===== config.mk =====
export PLATFORM = sky130hd
export DESIGN_NAME = ccss_div
export DESIGN_NICKNAME = d
export VERILOG_FILES = /design/src/rtl/ccss_div.sv
export SDC_FILE = /design/constraint.sdc
export NUM_CORES = 1
export LEC_CHECK = 0
export BUFFER_PORTS_ARGS = -buffer_cell sky130_fd_sc_hd__buf_4
export CAP_MARGIN = 20
export CORE_UTILIZATION = 35
export CTS_BUF_LIST = sky130_fd_sc_hd__clkbuf_8
export DETAILED_ROUTE_END_ITERATION = 10
export HOLD_SLACK_MARGIN = 0.08
export PLACE_DENSITY_LB_ADDON = 0.25
export RECOVER_POWER = 50
export SLEW_MARGIN = 10
export SYNTH_ARGS = -nofsm -noshare
export SYNTH_HDL_FRONTEND = slang
export SYNTH_SLANG_ARGS = --single-unit

===== constraint.sdc =====
create_clock -name i_clk -period 3 [get_ports i_clk]
set_clock_uncertainty 0.05 [all_clocks]
set_input_delay 0.3 -clock i_clk [delete_from_list [all_inputs] [get_ports i_clk]]
set_output_delay 0.3 -clock i_clk [all_outputs]
set_load 0.01 [all_outputs]

===== src/rtl/ccss_div.sv =====
`timescale 1ns / 1ps
// ----------------------------------------------------------------------------
// ccss_div
// Radix-2 restoring divider, one quotient bit per cycle. The quotient
// truncates toward zero, saturates to 32 bits, and is zero for a zero divisor.
// ----------------------------------------------------------------------------
module ccss_div (
    input  logic               i_clk,
    input  logic               i_rst_n,
    input  logic               i_start,
    input  logic signed [63:0] i_num,
    input  logic signed [35:0] i_den,
    output logic               o_done,
    output logic signed [31:0] o_quot
);

    logic        r_busy;
    logic        r_done;
    logic [5:0]  r_cnt;
    logic [35:0] r_rem;
    logic [63:0] r_quo;
    logic [35:0] r_dmag;
    logic        r_neg;
    logic        r_dz;

    logic [36:0] rem_sh;
    logic        fits;

    assign rem_sh = {r_rem, r_quo[63]};
    assign fits   = rem_sh >= {1'b0, r_dmag};

    always_ff @(posedge i_clk) begin
        if (!i_rst_n) begin
            r_busy <= 1'b0;
            r_done <= 1'b0;
            r_cnt  <= '0;
        end else begin
            r_done <= r_busy && (r_cnt == 6'd63);
            if (i_start) begin
                r_busy <= 1'b1;
                r_cnt  <= '0;
            end else if (r_busy) begin
                r_cnt <= r_cnt + 6'd1;
                if (r_cnt == 6'd63) begin
                    r_busy <= 1'b0;
                end
            end
        end
    end

    always_ff @(posedge i_clk) begin
        if (i_start) begin
            r_rem  <= '0;
            r_quo  <= i_num[63] ? (~i_num + 64'd1) : i_num;
            r_dmag <= i_den[35] ? (~i_den + 36'd1) : i_den;
            r_neg  <= i_num[63] ^ i_den[35];
            r_dz   <= (i_den == '0);
        end else if (r_busy) begin
            r_rem <= fits ? 36'(rem_sh - {1'b0, r_dmag}) : rem_sh[35:0];
            r_quo <= {r_quo[62:0], fits};
        end
    end

    always_comb begin
        o_done = r_done;
        if (r_dz) begin
            o_quot = '0;
        end else if (r_neg) begin
            o_quot = (r_quo > 64'h80000000) ? 32'sh80000000 : 32'(~r_quo + 64'd1);
        end else begin
            o_quot = (r_quo > 64'h7fffffff) ? 32'sh7fffffff : r_quo[31:0];
        end
    end

endmodule


==> results.py <==
metrics = {
    "status": {
        "status": "finished, violations left",
        "violations": "capacitance limit, slew limit, setup timing",
    },
    "finish": {
        "nets": 1770,
        "drive_gt1_frac": 0.276,
        "final_common_cell": "buf_4",
        "final_cell_mix": "299 x buf_4, 166 x nor2_1, 133 x nand2_1",
        "final_util": 0.474,
        "nFillCells": 3034,
        "areaGrowthSynthToFinish_pct": 33.5,
        "layout.cells.non_filler": 2043,
        "design_area_um2": 14900,
    },
    "synthesis": {
        "synthArstFlopShare": 0,
        "seq_area_frac_synth": 0.353,
        "yosysUniqueCellTypes": 72,
        "synthesis.area_um2": 11200,
        "yosys_register_bits": 146,
        "yosysWarnings": 0,
        "synth_flop_cell": "edfxtp_1",
        "yosys.area.top_type": "edfxtp_1",
        "syn_nets": 1478,
        "syn_inst": 1334,
        "synth_edf_count": 102,
        "syn_avg_cell_area_um2": 8.37,
        "synth_top_area_frac": 0.274,
        "synthTopCellsByArea": "edfxtp_1 27%, dfxtp_1 7.9%, nor2_1 5.7%",
    },
    "timing": {
        "finalWorstSetupSlack_ns": -0.516,
        "slew_violations": 39,
        "period_needed_ns": 3.52,
        "setup_tns_ns": -13.36,
        "holdWs_ns": 0.105,
        "rsz0062_at_grt": "true",
        "finalSetupViolCount": 32,
        "slew_headroom": -0.131,
        "fmax_ghz": 0.284,
        "worst_pin_slew_ns": 1.70,
        "fin_crit_sh": 1.17,
        "hold_viol_final": 0,
    },
    "floorplan": {
        "initial_core_util": 0.355,
        "die_w_um": 181,
        "coreArea_um2": 31500,
        "die_h_um": 181,
        "rows": 65,
        "ios": 136,
        "dieArea_um2": 32600,
    },
    "route": {
        "wirelength_um": 32900,
        "ant_nets": 0,
        "routedWlPerCell_um": 16.1,
        "vias": 11100,
        "drtIter0Drc": 715,
        "avgViaCountPerCell": 5.43,
        "firstDrtPassIters": 7,
        "drc_errors": 0,
    },
    "global_routing": {
        "grt_usage": 0.202,
        "antenna_found_initial": 2,
        "grt_pass1_wl_um": 53800,
        "grt_max_degree": 75,
        "grt_overflow": 0,
        "first_global_vias": 10800,
    },
    "hold_path": {
        "hp-class": "input pin to flop",
    },
    "critical_path": {
        "crit_path_max_fanout": 12,
        "slowest_stage": "or4_4",
        "worstPathCellList": "or4_4 > nor3_4 > nand4_1 > nor4b_4 > a31oi_1 > a211o_1 > buf_6 > a311oi_4 > buf_4",
        "end_kind": "output pin",
        "crit_path_max_incr_delay_ns": 0.55,
        "worst-setup-path-type": "flop to output pin",
        "required_ns": 2.65,
        "critical_path.top_delay_family": "simple AND/OR/NAND/NOR gates",
        "critPathLaunchType": "flop",
        "cp.buffers_inverters": 2,
        "cp.arrival_ns": 3.17,
    },
    "cts": {
        "cts-root-buf": "clkbuf_8",
        "cts_buffers": 17,
        "path_clk_slew_ns": 0.09,
        "cts_sinks": 146,
        "tritoncts": "done",
        "cts_max_level": 4,
        "clk_latency_ns": 0.47,
        "clk_path_buf_depth": 2,
    },
    "power_and_ir_drop": {
        "power_mw": 6.47,
        "cellPowerDensity_nw_per_um2": 434,
        "p_leak_nw": 5.89,
        "vdd_drop_max_mv": 0.288,
    },
    "place": {
        "io_buffer_count": 135,
        "pre_cts_slack_ns": -0.320,
        "dp.cells": 1970,
        "hpwl_um": 24800,
        "globalplace.congestion": 0.862,
        "dpl_cell_area_um2": 13900,
    },
    "flow_run": {
        "maxCapViolations": 1,
    },
}
==> synthesized netlist by cell type, drive strengths merged, types with 8 or more instances <==
library cell	count
a211oi	15
a21o	13
a21oi	116
a311oi	42
a31oi	14
and3	9
clkbuf	70
dfxtp	44
edfxtp	102
ha	40
inv	58
mux2	11
nand2	134
nand2b	13
nand3	19
nand4	19
nor2	169
nor3	31
nor3b	9
nor4	18
o21a	8
o21ai	67
o22ai	9
o31ai	30
o41ai	12
or2	12
or3	22
or4	20
xnor2	58
xor2	65
==> worst paths after layout <==
path | depth (start not counted) | from | slack (ns) | end
worst min-delay path | 2 | i_den[23] | 0.11 | r_dmag[23]
worst max-delay path | 9 | r_quo[9] | -0.52 | o_quot[10]
worst min register to register | 2 | r_cnt[5] | 0.44 | r_cnt[5]
worst max register to register | 14 | r_dmag[25] | 0.13 | r_rem[15]
==> per-layer routing <==
metal,vias up,global-route usage,share of wire
met5,-,0,0
met4,0,0.0468,0.012
met3,30,0.0303,0.042
met2,252,0.350,0.48
met1,5289,0.264,0.46
li1,5527,-,-
==> cell type report <==
type	instances	area, µm²	share of cell area
Antenna cell	2	5.00	0.000336
Clock buffer	17	234	0.0157
Clock inverter	15	183	0.0123
Inverter	58	218	0.0146
Multi-Input combinational cell	1057	7090	0.476
Sequential cell	146	3950	0.265
Tap cell	402	503	0.0337
Timing Repair Buffer	346	2730	0.183
==> sequential cells by signal (all words and copies together), names as in the netlist <==
signal	flops
r_quo	64
r_dmag	36
r_busy	1
r_neg	1
r_rem	36
r_cnt	6
o_done	1
r_dz	1
==> kinds of logic (layout without fill, tap and decap cells) <==
logic type	Yosys count	count (layout)	share of synthesized area
other cells	0	2	0
flops	146	146	0.353
xor+xnor	123	123	0.0965
buf+inv	131	436	0.0456
simple gates	504	504	0.222
compound gates	373	373	0.220
mux	16	16	0.0159
fa+ha+maj	41	41	0.0466
==> power by group <==
part / internal [mW] / total, mW / switching, mW
Combinational: 1.04 / 2.21 / 1.17
Clock: 0.783 / 1.70 / 0.921
Sequential: 2.40 / 2.55 / 0.152
==> repair_timing <==
item	in CTS	in global routing
buffers inserted	8	6
cloned	0	1
hold buffers	25	0
gates resized for setup	10	55
hold endpoints to repair	28	0
setup endpoints to repair	46	63
pin swaps	2	21
Note: power is estimated with default switching activity, not from simulation.
